`src/hw/rtl/slcg_pkg.sv`:
```
`timescale 1ns / 1ps
// ----------------------------------------------------------------------------
// Shuffled LCG package
// Widths, register indexes, reset values and command codes that are shared by
// the interfaces, the divider and the top level.
// ----------------------------------------------------------------------------
package slcg_pkg;

	localparam int VALUE_WIDTH = 24;
	localparam int MOD_W       = VALUE_WIDTH + 1;
	localparam int SEED_W      = 32;
	localparam int DIFF_W      = SEED_W + 2;

	// Dividend width covers multiplier * state + increment and the seed magnitude.
	localparam int DIV_W       = (2 * VALUE_WIDTH > DIFF_W) ? 2 * VALUE_WIDTH : DIFF_W;
	localparam int DIV_STEPS   = DIV_W / 2;
	localparam int REM_W       = VALUE_WIDTH + 2;

	localparam int CFG_W       = MOD_W;
	localparam int CFG_IDX_W   = 2;

	localparam logic [CFG_IDX_W-1:0] REG_MODULUS    = 2'd0;
	localparam logic [CFG_IDX_W-1:0] REG_MULTIPLIER = 2'd1;
	localparam logic [CFG_IDX_W-1:0] REG_INCREMENT  = 2'd2;

	localparam logic [MOD_W-1:0]       MOD_RESET = 25'd714025;
	localparam logic [VALUE_WIDTH-1:0] MUL_RESET = 24'd1366;
	localparam logic [VALUE_WIDTH-1:0] INC_RESET = 24'd150889;

	localparam logic [MOD_W-1:0] MOD_MIN = 25'd2;
	localparam logic [MOD_W-1:0] MOD_CAP = 25'd1 << VALUE_WIDTH;

	localparam logic CMD_DRAW = 1'b0;
	localparam logic CMD_SEED = 1'b1;

	localparam logic [SEED_W-1:0] DEFAULT_SEED = 32'd1;

endpackage

```
`src/hw/rtl/slcg_if.sv`:
```
`timescale 1ns / 1ps
// ----------------------------------------------------------------------------
// Shuffled LCG stream interfaces
// Command channel (command, seed) and result channel (drawn value), each a
// valid/ready stream with a source and a sink modport.
// ----------------------------------------------------------------------------
interface slcg_cmd_if;
	logic                              valid;
	logic                              ready;
	logic                              command;
	logic signed [slcg_pkg::SEED_W-1:0] seed_value;

	modport source (output valid, output command, output seed_value, input ready);
	modport sink (input valid, input command, input seed_value, output ready);
endinterface

interface slcg_val_if;
	logic                             valid;
	logic                             ready;
	logic [slcg_pkg::VALUE_WIDTH-1:0] random_value;

	modport source (output valid, output random_value, input ready);
	modport sink (input valid, input random_value, output ready);
endinterface

```
`src/hw/rtl/slcg_ram.sv`:
```
`timescale 1ns / 1ps
// ----------------------------------------------------------------------------
// Generic single-port-write RAM
// One write port and one read port; read data is registered.
// ----------------------------------------------------------------------------
module slcg_ram #(
	parameter int WIDTH = 24,
	parameter int DEPTH = 97
) (
	input  logic                     clk,
	input  logic                     we,
	input  logic [$clog2(DEPTH)-1:0] waddr,
	input  logic [WIDTH-1:0]         wdata,
	input  logic                     re,
	input  logic [$clog2(DEPTH)-1:0] raddr,
	output logic [WIDTH-1:0]         rdata
);

	logic [WIDTH-1:0] mem [DEPTH];

	always_ff @(posedge clk) begin
		if (we) begin
			mem[waddr] <= wdata;
		end
		if (re) begin
			rdata <= mem[raddr];
		end
	end

endmodule

```
`src/hw/rtl/slcg_div.sv`:
```
`timescale 1ns / 1ps
// ----------------------------------------------------------------------------
// Radix-4 restoring divider
// Unsigned divide of a DIV_W-bit dividend by the effective modulus, two
// quotient bits per cycle; quotient and remainder hold after done.
// ----------------------------------------------------------------------------
module slcg_div (
	input  logic                             clk,
	input  logic                             arst_n,
	input  logic                             start,
	input  logic [slcg_pkg::DIV_W-1:0]       dividend,
	input  logic [slcg_pkg::MOD_W-1:0]       divisor,
	output logic                             done,
	output logic [slcg_pkg::DIV_W-1:0]       quotient,
	output logic [slcg_pkg::VALUE_WIDTH-1:0] remainder
);

	localparam int CNT_W = $clog2(slcg_pkg::DIV_STEPS);

	logic                         busy_q;
	logic                         done_q;
	logic [CNT_W-1:0]             cnt_q;
	logic [slcg_pkg::DIV_W-1:0]   dvd_q;
	logic [slcg_pkg::REM_W-1:0]   rem_q;
	logic [slcg_pkg::REM_W-1:0]   dsr_q;

	logic [slcg_pkg::REM_W-1:0]   r1, r1_sub, r2, r2_sub;
	logic                         ge1, ge2;

	// Two dependent shift-compare-subtract steps per cycle.
	always_comb begin
		r1     = {rem_q[slcg_pkg::REM_W-2:0], dvd_q[slcg_pkg::DIV_W-1]};
		ge1    = (r1 >= dsr_q);
		r1_sub = ge1 ? (r1 - dsr_q) : r1;
		r2     = {r1_sub[slcg_pkg::REM_W-2:0], dvd_q[slcg_pkg::DIV_W-2]};
		ge2    = (r2 >= dsr_q);
		r2_sub = ge2 ? (r2 - dsr_q) : r2;
	end

	always_ff @(posedge clk or negedge arst_n) begin
		if (!arst_n) begin
			busy_q <= 1'b0;
			done_q <= 1'b0;
			cnt_q  <= '0;
		end else begin
			done_q <= 1'b0;
			if (start) begin
				busy_q <= 1'b1;
				cnt_q  <= CNT_W'(slcg_pkg::DIV_STEPS - 1);
			end else if (busy_q) begin
				if (cnt_q == '0) begin
					busy_q <= 1'b0;
					done_q <= 1'b1;
				end else begin
					cnt_q <= cnt_q - 1'b1;
				end
			end
		end
	end

	always_ff @(posedge clk) begin
		if (start) begin
			dvd_q <= dividend;
			rem_q <= '0;
			dsr_q <= slcg_pkg::REM_W'(divisor);
		end else if (busy_q) begin
			dvd_q <= {dvd_q[slcg_pkg::DIV_W-3:0], ge1, ge2};
			rem_q <= r2_sub;
		end
	end

	assign done      = done_q;
	assign quotient  = dvd_q;
	assign remainder = rem_q[slcg_pkg::VALUE_WIDTH-1:0];

endmodule

```
`src/hw/rtl/shuffled_lcg_random_generator_top.sv`:
```
`timescale 1ns / 1ps
// ----------------------------------------------------------------------------
// Shuffled LCG random generator
// Linear congruential generator behind a shuffle table held in a RAM; every
// modulo and the table index go through one shared two-bit-per-cycle divider.
// ----------------------------------------------------------------------------
// A draw with a filled table runs from command beat to result beat through two
// divider passes (the table index, then the next LCG step) plus the table read.
// A seed adds a divider pass for the seed modulo and one per table entry, plus one.
// One command is worked at a time; the next is taken while a result waits.
// Reset puts the configuration at its defaults and marks the table unfilled,
// so the first draw seeds with 1. The table RAM itself is not cleared.
module shuffled_lcg_random_generator_top #(
	parameter int TABLE_SIZE = 97
) (
	input  logic                            clk,
	input  logic                            arst_n,
	input  logic                            wr_en,
	input  logic [slcg_pkg::CFG_IDX_W-1:0]  wr_index,
	input  logic [slcg_pkg::CFG_W-1:0]      wr_data,
	slcg_cmd_if.sink                        cmd,
	slcg_val_if.source                      rsp
);

	localparam int AW = $clog2(TABLE_SIZE);
	localparam int CW = $clog2(TABLE_SIZE + 1);
	localparam int VW = slcg_pkg::VALUE_WIDTH;

	typedef enum logic [3:0] {
		ST_IDLE,
		ST_SEED_START,
		ST_SEED_DIV,
		ST_FILL_MUL,
		ST_STEP_START,
		ST_STEP_DIV,
		ST_IDX_START,
		ST_IDX_DIV,
		ST_READ,
		ST_RDATA,
		ST_OUT
	} state_t;

	// Configuration registers.
	logic [slcg_pkg::MOD_W-1:0] mod_q;
	logic [VW-1:0]              mul_q;
	logic [VW-1:0]              inc_q;

	always_ff @(posedge clk or negedge arst_n) begin
		if (!arst_n) begin
			mod_q <= slcg_pkg::MOD_RESET;
			mul_q <= slcg_pkg::MUL_RESET;
			inc_q <= slcg_pkg::INC_RESET;
		end else if (wr_en) begin
			case (wr_index)
				slcg_pkg::REG_MODULUS:    mod_q <= wr_data;
				slcg_pkg::REG_MULTIPLIER: mul_q <= wr_data[VW-1:0];
				slcg_pkg::REG_INCREMENT:  inc_q <= wr_data[VW-1:0];
				default: ;
			endcase
		end
	end

	// Modulus clamped so that every value fits the output width.
	logic [slcg_pkg::MOD_W-1:0] mod_eff;
	always_comb begin
		if (mod_q < slcg_pkg::MOD_MIN) begin
			mod_eff = slcg_pkg::MOD_MIN;
		end else if (mod_q > slcg_pkg::MOD_CAP) begin
			mod_eff = slcg_pkg::MOD_CAP;
		end else begin
			mod_eff = mod_q;
		end
	end

	state_t                  state_q;
	logic                    drawing_q;
	logic                    ready_q;
	logic [CW-1:0]           cnt_q;
	logic [VW-1:0]           lcg_q;
	logic [VW-1:0]           last_q;
	logic                    out_valid_q;
	logic [VW-1:0]           out_data_q;

	logic [slcg_pkg::DIFF_W-1:0] diff_q;
	logic [slcg_pkg::DIV_W-1:0]  prod_q;
	logic [AW-1:0]               idx_q;
	logic [VW-1:0]               val_q;

	logic                        accept;
	logic                        seeding;
	logic [slcg_pkg::SEED_W-1:0] seed_sel;
	logic [slcg_pkg::DIFF_W-1:0] diff_next;
	logic [slcg_pkg::DIFF_W-1:0] diff_abs;
	logic [slcg_pkg::DIV_W-1:0]  prod_next;
	logic                        out_load;
	logic                        fill_more;

	logic                        div_start;
	logic [slcg_pkg::DIV_W-1:0]  div_dividend;
	logic                        div_done;
	logic [slcg_pkg::DIV_W-1:0]  div_quot;
	logic [VW-1:0]               div_rem;

	logic                        ram_we;
	logic [AW-1:0]               ram_waddr;
	logic                        ram_re;
	logic [VW-1:0]               ram_rdata;

	assign cmd.ready = (state_q == ST_IDLE);
	assign accept    = cmd.valid && cmd.ready;
	assign seeding   = (cmd.command == slcg_pkg::CMD_SEED) || !ready_q;
	assign seed_sel  = (cmd.command == slcg_pkg::CMD_SEED) ? cmd.seed_value
	                                                       : slcg_pkg::DEFAULT_SEED;

	// Seed distance as a two's complement value; its magnitude is taken mod m,
	// which matches the magnitude of a truncating remainder.
	assign diff_next = slcg_pkg::DIFF_W'(inc_q)
	                 - {{(slcg_pkg::DIFF_W - slcg_pkg::SEED_W){seed_sel[slcg_pkg::SEED_W-1]}},
	                    seed_sel};
	assign diff_abs  = diff_q[slcg_pkg::DIFF_W-1] ? (~diff_q + 1'b1) : diff_q;

	assign prod_next = (slcg_pkg::DIV_W'(mul_q) * slcg_pkg::DIV_W'(lcg_q))
	                 + slcg_pkg::DIV_W'(inc_q);

	assign fill_more = (cnt_q < CW'(TABLE_SIZE));
	assign out_load  = (state_q == ST_OUT) && (!out_valid_q || rsp.ready);

	assign div_start = (state_q == ST_SEED_START) || (state_q == ST_STEP_START)
	                || (state_q == ST_IDX_START);

	always_comb begin
		case (state_q)
			ST_SEED_START: div_dividend = slcg_pkg::DIV_W'(diff_abs);
			ST_IDX_START:  div_dividend = slcg_pkg::DIV_W'(last_q)
			                            * slcg_pkg::DIV_W'(TABLE_SIZE);
			default:       div_dividend = prod_q;
		endcase
	end

	slcg_div u_div (
		.clk       (clk),
		.arst_n    (arst_n),
		.start     (div_start),
		.dividend  (div_dividend),
		.divisor   (mod_eff),
		.done      (div_done),
		.quotient  (div_quot),
		.remainder (div_rem)
	);

	assign ram_we    = (state_q == ST_STEP_DIV) && div_done && (drawing_q || fill_more);
	assign ram_waddr = drawing_q ? idx_q : cnt_q[AW-1:0];
	assign ram_re    = (state_q == ST_READ);

	slcg_ram #(
		.WIDTH (VW),
		.DEPTH (TABLE_SIZE)
	) u_table (
		.clk   (clk),
		.we    (ram_we),
		.waddr (ram_waddr),
		.wdata (div_rem),
		.re    (ram_re),
		.raddr (idx_q),
		.rdata (ram_rdata)
	);

	always_ff @(posedge clk or negedge arst_n) begin
		if (!arst_n) begin
			state_q     <= ST_IDLE;
			drawing_q   <= 1'b0;
			ready_q     <= 1'b0;
			cnt_q       <= '0;
			lcg_q       <= VW'(1);
			last_q      <= '0;
			out_valid_q <= 1'b0;
			out_data_q  <= '0;
		end else begin
			if (out_load) begin
				out_valid_q <= 1'b1;
				out_data_q  <= val_q;
			end else if (rsp.ready) begin
				out_valid_q <= 1'b0;
			end

			case (state_q)
				ST_IDLE: begin
					if (accept) begin
						state_q <= seeding ? ST_SEED_START : ST_IDX_START;
					end
				end
				ST_SEED_START: state_q <= ST_SEED_DIV;
				ST_SEED_DIV: begin
					if (div_done) begin
						lcg_q   <= div_rem;
						cnt_q   <= '0;
						state_q <= ST_FILL_MUL;
					end
				end
				ST_FILL_MUL:   state_q <= ST_STEP_START;
				ST_STEP_START: state_q <= ST_STEP_DIV;
				ST_STEP_DIV: begin
					if (div_done) begin
						lcg_q <= div_rem;
						if (drawing_q) begin
							last_q  <= val_q;
							state_q <= ST_OUT;
						end else if (fill_more) begin
							cnt_q   <= cnt_q + 1'b1;
							state_q <= ST_FILL_MUL;
						end else begin
							// One value past the table becomes the last output.
							last_q  <= div_rem;
							ready_q <= 1'b1;
							state_q <= ST_IDX_START;
						end
					end
				end
				ST_IDX_START:  state_q <= ST_IDX_DIV;
				ST_IDX_DIV: begin
					if (div_done) begin
						state_q <= ST_READ;
					end
				end
				ST_READ: begin
					drawing_q <= 1'b1;
					state_q   <= ST_RDATA;
				end
				ST_RDATA:      state_q <= ST_STEP_START;
				ST_OUT: begin
					if (out_load) begin
						drawing_q <= 1'b0;
						state_q   <= ST_IDLE;
					end
				end
				default:       state_q <= ST_IDLE;
			endcase
		end
	end

	always_ff @(posedge clk) begin
		if (accept) begin
			diff_q <= diff_next;
		end
		if ((state_q == ST_FILL_MUL) || (state_q == ST_RDATA)) begin
			prod_q <= prod_next;
		end
		if ((state_q == ST_IDX_DIV) && div_done) begin
			// A stale last output at or above the modulus saturates the index.
			idx_q <= (div_quot > slcg_pkg::DIV_W'(TABLE_SIZE - 1)) ? AW'(TABLE_SIZE - 1)
			                                                        : div_quot[AW-1:0];
		end
		if (state_q == ST_RDATA) begin
			val_q <= ram_rdata;
		end
	end

	assign rsp.valid        = out_valid_q;
	assign rsp.random_value = out_data_q;

endmodule
```
`src/flat_wrapper.sv`:
```
// flat-port wrapper written by rule: the top's interface ports become plain ports
module shuffled_lcg_random_generator_top_flat 
#(
	parameter int TABLE_SIZE = 97
)
  (clk, arst_n, wr_en, wr_index, wr_data, cmd_valid, cmd_command, cmd_seed_value, cmd_ready, rsp_valid, rsp_random_value, rsp_ready);
  slcg_cmd_if cmd_i ();
  slcg_val_if rsp_i ();
  input  logic clk;
  input  logic arst_n;
  input  logic wr_en;
  input  logic [slcg_pkg::CFG_IDX_W-1:0] wr_index;
  input  logic [slcg_pkg::CFG_W-1:0] wr_data;
  input wire logic [$bits(cmd_i.valid)-1:0] cmd_valid;
  input wire logic [$bits(cmd_i.command)-1:0] cmd_command;
  input wire logic [$bits(cmd_i.seed_value)-1:0] cmd_seed_value;
  output wire logic [$bits(cmd_i.ready)-1:0] cmd_ready;
  output wire logic [$bits(rsp_i.valid)-1:0] rsp_valid;
  output wire logic [$bits(rsp_i.random_value)-1:0] rsp_random_value;
  input wire logic [$bits(rsp_i.ready)-1:0] rsp_ready;
  assign cmd_i.valid = cmd_valid;
  assign cmd_i.command = cmd_command;
  assign cmd_i.seed_value = cmd_seed_value;
  assign cmd_ready = cmd_i.ready;
  assign rsp_valid = rsp_i.valid;
  assign rsp_random_value = rsp_i.random_value;
  assign rsp_i.ready = rsp_ready;
  shuffled_lcg_random_generator_top #(.TABLE_SIZE(TABLE_SIZE)) u_core (.clk(clk), .arst_n(arst_n), .wr_en(wr_en), .wr_index(wr_index), .wr_data(wr_data), .cmd(cmd_i), .rsp(rsp_i));
endmodule
```
`config.mk`:
```
export PLATFORM = sky130hd
export DESIGN_NAME = shuffled_lcg_random_generator_top_flat
export DESIGN_NICKNAME = d
export VERILOG_FILES = /design/src/hw/rtl/slcg_pkg.sv /design/src/hw/rtl/slcg_if.sv /design/src/hw/rtl/slcg_ram.sv /design/src/hw/rtl/slcg_div.sv /design/src/hw/rtl/shuffled_lcg_random_generator_top.sv /design/src/flat_wrapper.sv
export SDC_FILE = /design/constraint.sdc
export NUM_CORES = 2
export LEC_CHECK = 0
export BUFFER_PORTS_ARGS = -buffer_cell sky130_fd_sc_hd__buf_2
export CORE_ASPECT_RATIO = 0.7
export CORE_MARGIN = 1
export CORE_UTILIZATION = 55
export CTS_CLUSTER_SIZE = 16
export DETAILED_ROUTE_END_ITERATION = 16
export PLACE_DENSITY = 0.71
export SYNTH_ARGS = -nofsm -noshare
export SYNTH_HDL_FRONTEND = slang
export SYNTH_SLANG_ARGS = --single-unit
```
`constraint.sdc`:
```
create_clock -name clk -period 7.55 [get_ports clk]
set_input_delay 0.755 -clock clk [delete_from_list [all_inputs] [get_ports clk]]
set_output_delay 0.755 -clock clk [all_outputs]
set_load 0.05 [all_outputs]
```
==> impl_metrics.json <==
{
  "pin_count": 91,
  "drc": 0,
  "cp-end-kind": "register",
  "maxCapViolCount": 1,
  "status": "finished, violations left",
  "critPathMaxFanout": 17,
  "cts-root-buf": "clkbuf_16",
  "grt_use_total": 0.2937,
  "swShare": 0.3300,
  "regToRegStartpoint": "u_core.lcg_q[18]$_DFFE_PN0P_",
  "die_w_um": 585.6,
  "via_per_inst": 6.318,
  "synth_nets": 8730,
  "clkPwrFrac": 0.280,
  "io_buffers": 90,
  "met1_length_um": 146500,
  "power.density_nw_per_um2": 320.0,
  "syn_inst": 7779,
  "clk_path_buf_depth": 4,
  "p_leak_nw": 51.73,
  "instances_no_fill": 11450,
  "violations": "capacitance limit",
  "hold_violations": 0,
  "worstMarginPinSlew_ns": 1.499,
  "final_common_cell": "edfxtp_1",
  "yosys_warnings": 0,
  "firstDrtPassIters": 6,
  "grt_pass1_vias": 71900,
  "postRouteAntennaNets": 0,
  "dp.cells": 10960,
  "dieArea_sq_um": 240400,
  "synth_top_area_frac": 0.5810,
  "synthArstFlopShare": 0.06085,
  "numCtsBuffers": 268,
  "power_frac_seq": 0.441,
  "worstPathArrival_ns": 7.88,
  "place.detailed.hpwl_um": 227600,
  "rows": 149,
  "antenna_found_initial": 30,
  "area_growth_pct": 10.72,
  "p_switching_mw": 15.33,
  "period_minus_slack_ns": 7.312,
  "min_path_cells": 2,
  "drive_gt1_frac": 0.2237,
  "ys_types": 85,
  "yosysSeqAreaShare": 0.6167,
  "p_int_mw": 31.12,
  "ys_top_cells_by_area": "edfxtp_1, mux4_2, fa_1, ha_1, dfrtp_1",
  "nNetsFinal": 9011,
  "required_ns": 8.12,
  "criticalPathCategory": "register to register",
  "r2r_end": "u_core.prod_q[47]$_DFFE_PP_",
  "period_share": 0.9684,
  "timing.hold.ws_ns": 0.2690,
  "cp-start-kind": "register",
  "routedWlPerCell_um": 30.42,
  "gp_congestion": 0.9459,
  "finalInstanceArea_sq_um": 145200,
  "final.setup.tns_ns": 0,
  "min-delay-start": "cmd_seed_value[31]",
  "grt_pass1_wl_um": 505700,
  "setup_violations": 0,
  "regArea_sq_um": 80980,
  "finalPower_mw": 46.45,
  "placed_cell_area_sq_um": 136800,
  "avgSynthCellArea_sq_um": 16.86,
  "path_clk_slew_ns": 0.06,
  "max_slew_margin": 0.0004985,
  "drt_iter0_drc": 9351,
  "synth-seq-cells": 2728,
  "die_y_um": 410.5,
  "top_layer": "met5",
  "combPwrFrac": 0.279,
  "wl_um": 348300,
  "rrSetupSlack_ns": 0.24,
  "nFillCells": 16940,
  "max_freq_ghz": 0.1368,
  "final_cell_mix": "edfxtp_1, mux4_2, inv_1",
  "synth_area_sq_um": 131100,
  "synth-edff-count": 2537,
  "vdd_ir_drop_max_uv": 512.7,
  "reg2reg_depth": 24,
  "vias": 72330,
  "clk-insertion-delay-late_ns": 0.85,
  "worstHoldPathType": "primary input to register",
  "cts.sinks": 2728,
  "cts_tree": "built",
  "rsz0062_at_grt": "false",
  "synth_flop_cell": "edfxtp_1",
  "fin_worst_skew_ns": 0.06073,
  "dr_wl_met2_um": 149600,
  "wl_met3_um": 44280,
  "grt_overflow": 0,
  "start_util": 0.5552,
  "multi_input_area_sq_um": 46330,
  "grt_max_degree": 114,
  "yosys.area.top_type": "edfxtp_1",
  "drv_slew": 0,
  "hold_path_end": "u_core.diff_q[32]$_DFFE_PP_",
  "htree_levels": 5,
  "fp.coreArea_sq_um": 236200
}
-- worst max-delay path: stages, from the launching register on --
cell and delay (ns):
dfrtp_1 0.54, buf_4 0.29, and2_1 0.18, fa_1 0.54
inv_1 0.05, fa_1 0.53, inv_1 0.05, fa_1 0.46
fa_1 0.57, fa_1 0.45, fa_1 0.49, inv_1 0.05
fa_1 0.56, inv_1 0.06, ha_1 0.33, a21oi_1 0.30
o21ai_0 0.14, nor2_1 0.10, a21oi_1 0.11, o31a_1 0.39
and3_1 0.22, o211ai_1 0.24, o21ai_1 0.09, a21o_1 0.19
xnor2_1 0.12
-- synthesized netlist by cell type, types with 15 or more instances --
master	count
edfxtp_1	2537
mux4_2	744
inv_1	723
nand2_1	528
fa_1	523
ha_1	363
and2_1	325
clkbuf_1	240
nor2_1	218
mux2_2	166
a21oi_1	158
o21ai_0	151
dfrtp_1	140
xnor2_1	111
buf_2	65
a21o_1	63
xor2_1	58
mux2i_1	57
o21ai_1	50
buf_1	48
nand2b_1	34
nand3_1	33
nor3_1	28
dfstp_2	26
a221oi_1	25
dfxtp_1	25
nand4_1	22
nor4_1	20
and3_1	18
o21a_1	18
or3_1	17
a31oi_1	16
o21bai_1	16
a22o_1	15
nor2b_1	15
-- stage by stage --
| step | setup WS (ns) | util |
|---|---|---|
| 4_1_cts | 0.08701 | 0.6142 |
| 5_1_grt | 0.001644 | 0.6145 |
| 3_5_place_dp | 0.08374 | 0.5789 |
| 2_1_floorplan | 0.7703 | - |
| 3_3_place_gp | 0.1911 | 0.5789 |
| 6_report | 0.2383 | 0.6147 |
-- power by group through the flow --
stage / clock (mW) / sequential [mW] / combinational, mW
2_1_floorplan: 0 / 21.1 / 7.67
3_3_place_gp: 0 / 20.7 / 12.3
3_5_place_dp: 0 / 20.8 / 12.6
4_1_cts: 13.2 / 20.4 / 12.7
5_1_grt: 13.7 / 20.5 / 14.1
6_report: 13.0 / 20.5 / 12.9
-- sequential cells by signal, summed over array words and instances, names as in the netlist, 4 cells and up --
register,count
u_core.u_div.dsr_q,25
u_core.u_div.cnt_q,5
u_core.cnt_q,7
u_core.u_div.quotient,48
u_core.last_q,24
u_core.inc_q,24
u_core.idx_q,7
u_core.u_div.rem_q,25
u_core.mod_q,25
u_core.lcg_q,24
u_core.val_q,24
u_core.rsp.random_value,24
u_core.diff_q,33
u_core.u_table.rdata,24
u_core.state_q,4
u_core.u_table.mem,2328
u_core.prod_q,48
u_core.mul_q,24
-- layer usage --
metal,up-vias,global-route usage
met4,2,0.06120
met1,38160,0.4559
li1,29760,-
met3,456,0.08581
met5,-,0
met2,3952,0.4147
-- cell families after synthesis --
| kind of cell | count (synthesis) | synth area share |
|---|---|---|
| buffers and inverters | 1089 | 0.03222 |
| multiplexers | 967 | 0.1464 |
| adder cells (fa/ha/maj) | 886 | 0.1145 |
| flip-flops | 2728 | 0.6167 |
| XOR/XNOR | 169 | 0.01129 |
| AO/OA/AOI/OAI | 641 | 0.03112 |
| AND/OR/NAND/NOR | 1299 | 0.04778 |
-- area by class of cell --
type,instances,share of cell area
clock buffer,339,0.04904
tap,3171,0.02733
clock inverter,129,0.008222
sequential,2728,0.5578
timing repair buffer,375,0.01938
inverter,725,0.01878
multi-input combinational,3962,0.3191
antenna,19,0.0003275
-- repair_timing --
item                                   4_1_cts  5_1_grt
endpoints found under the hold margin       23        0
gates resized for setup                      0       25
hold buffers                                 1        0
setup buffers                                0        1
setup endpoints to repair                    0       12
-- how the worst max path moves through the flow --
stage,startpoint,endpoint,cells after the start,slack [ns]
finish,u_core.lcg_q[18]$_DFFE_PN0P_,u_core.prod_q[47]$_DFFE_PP_,24,0.24
global route,u_core.lcg_q[18]$_DFFE_PN0P_,u_core.prod_q[40]$_DFFE_PP_,22,0.002
CTS,u_core.mul_q[8]$_DFFE_PN1P_,u_core.prod_q[47]$_DFFE_PP_,23,0.09
detailed placement,u_core.mul_q[15]$_DFFE_PN0P_,u_core.prod_q[41]$_DFFE_PP_,24,0.08
global placement,u_core.mul_q[14]$_DFFE_PN0P_,u_core.prod_q[40]$_DFFE_PP_,23,0.19
floorplan,u_core.mul_q[8]$_DFFE_PN1P_,u_core.prod_q[44]$_DFFE_PP_,25,0.77
No activity file was read; power rests on OpenSTA's default activity.
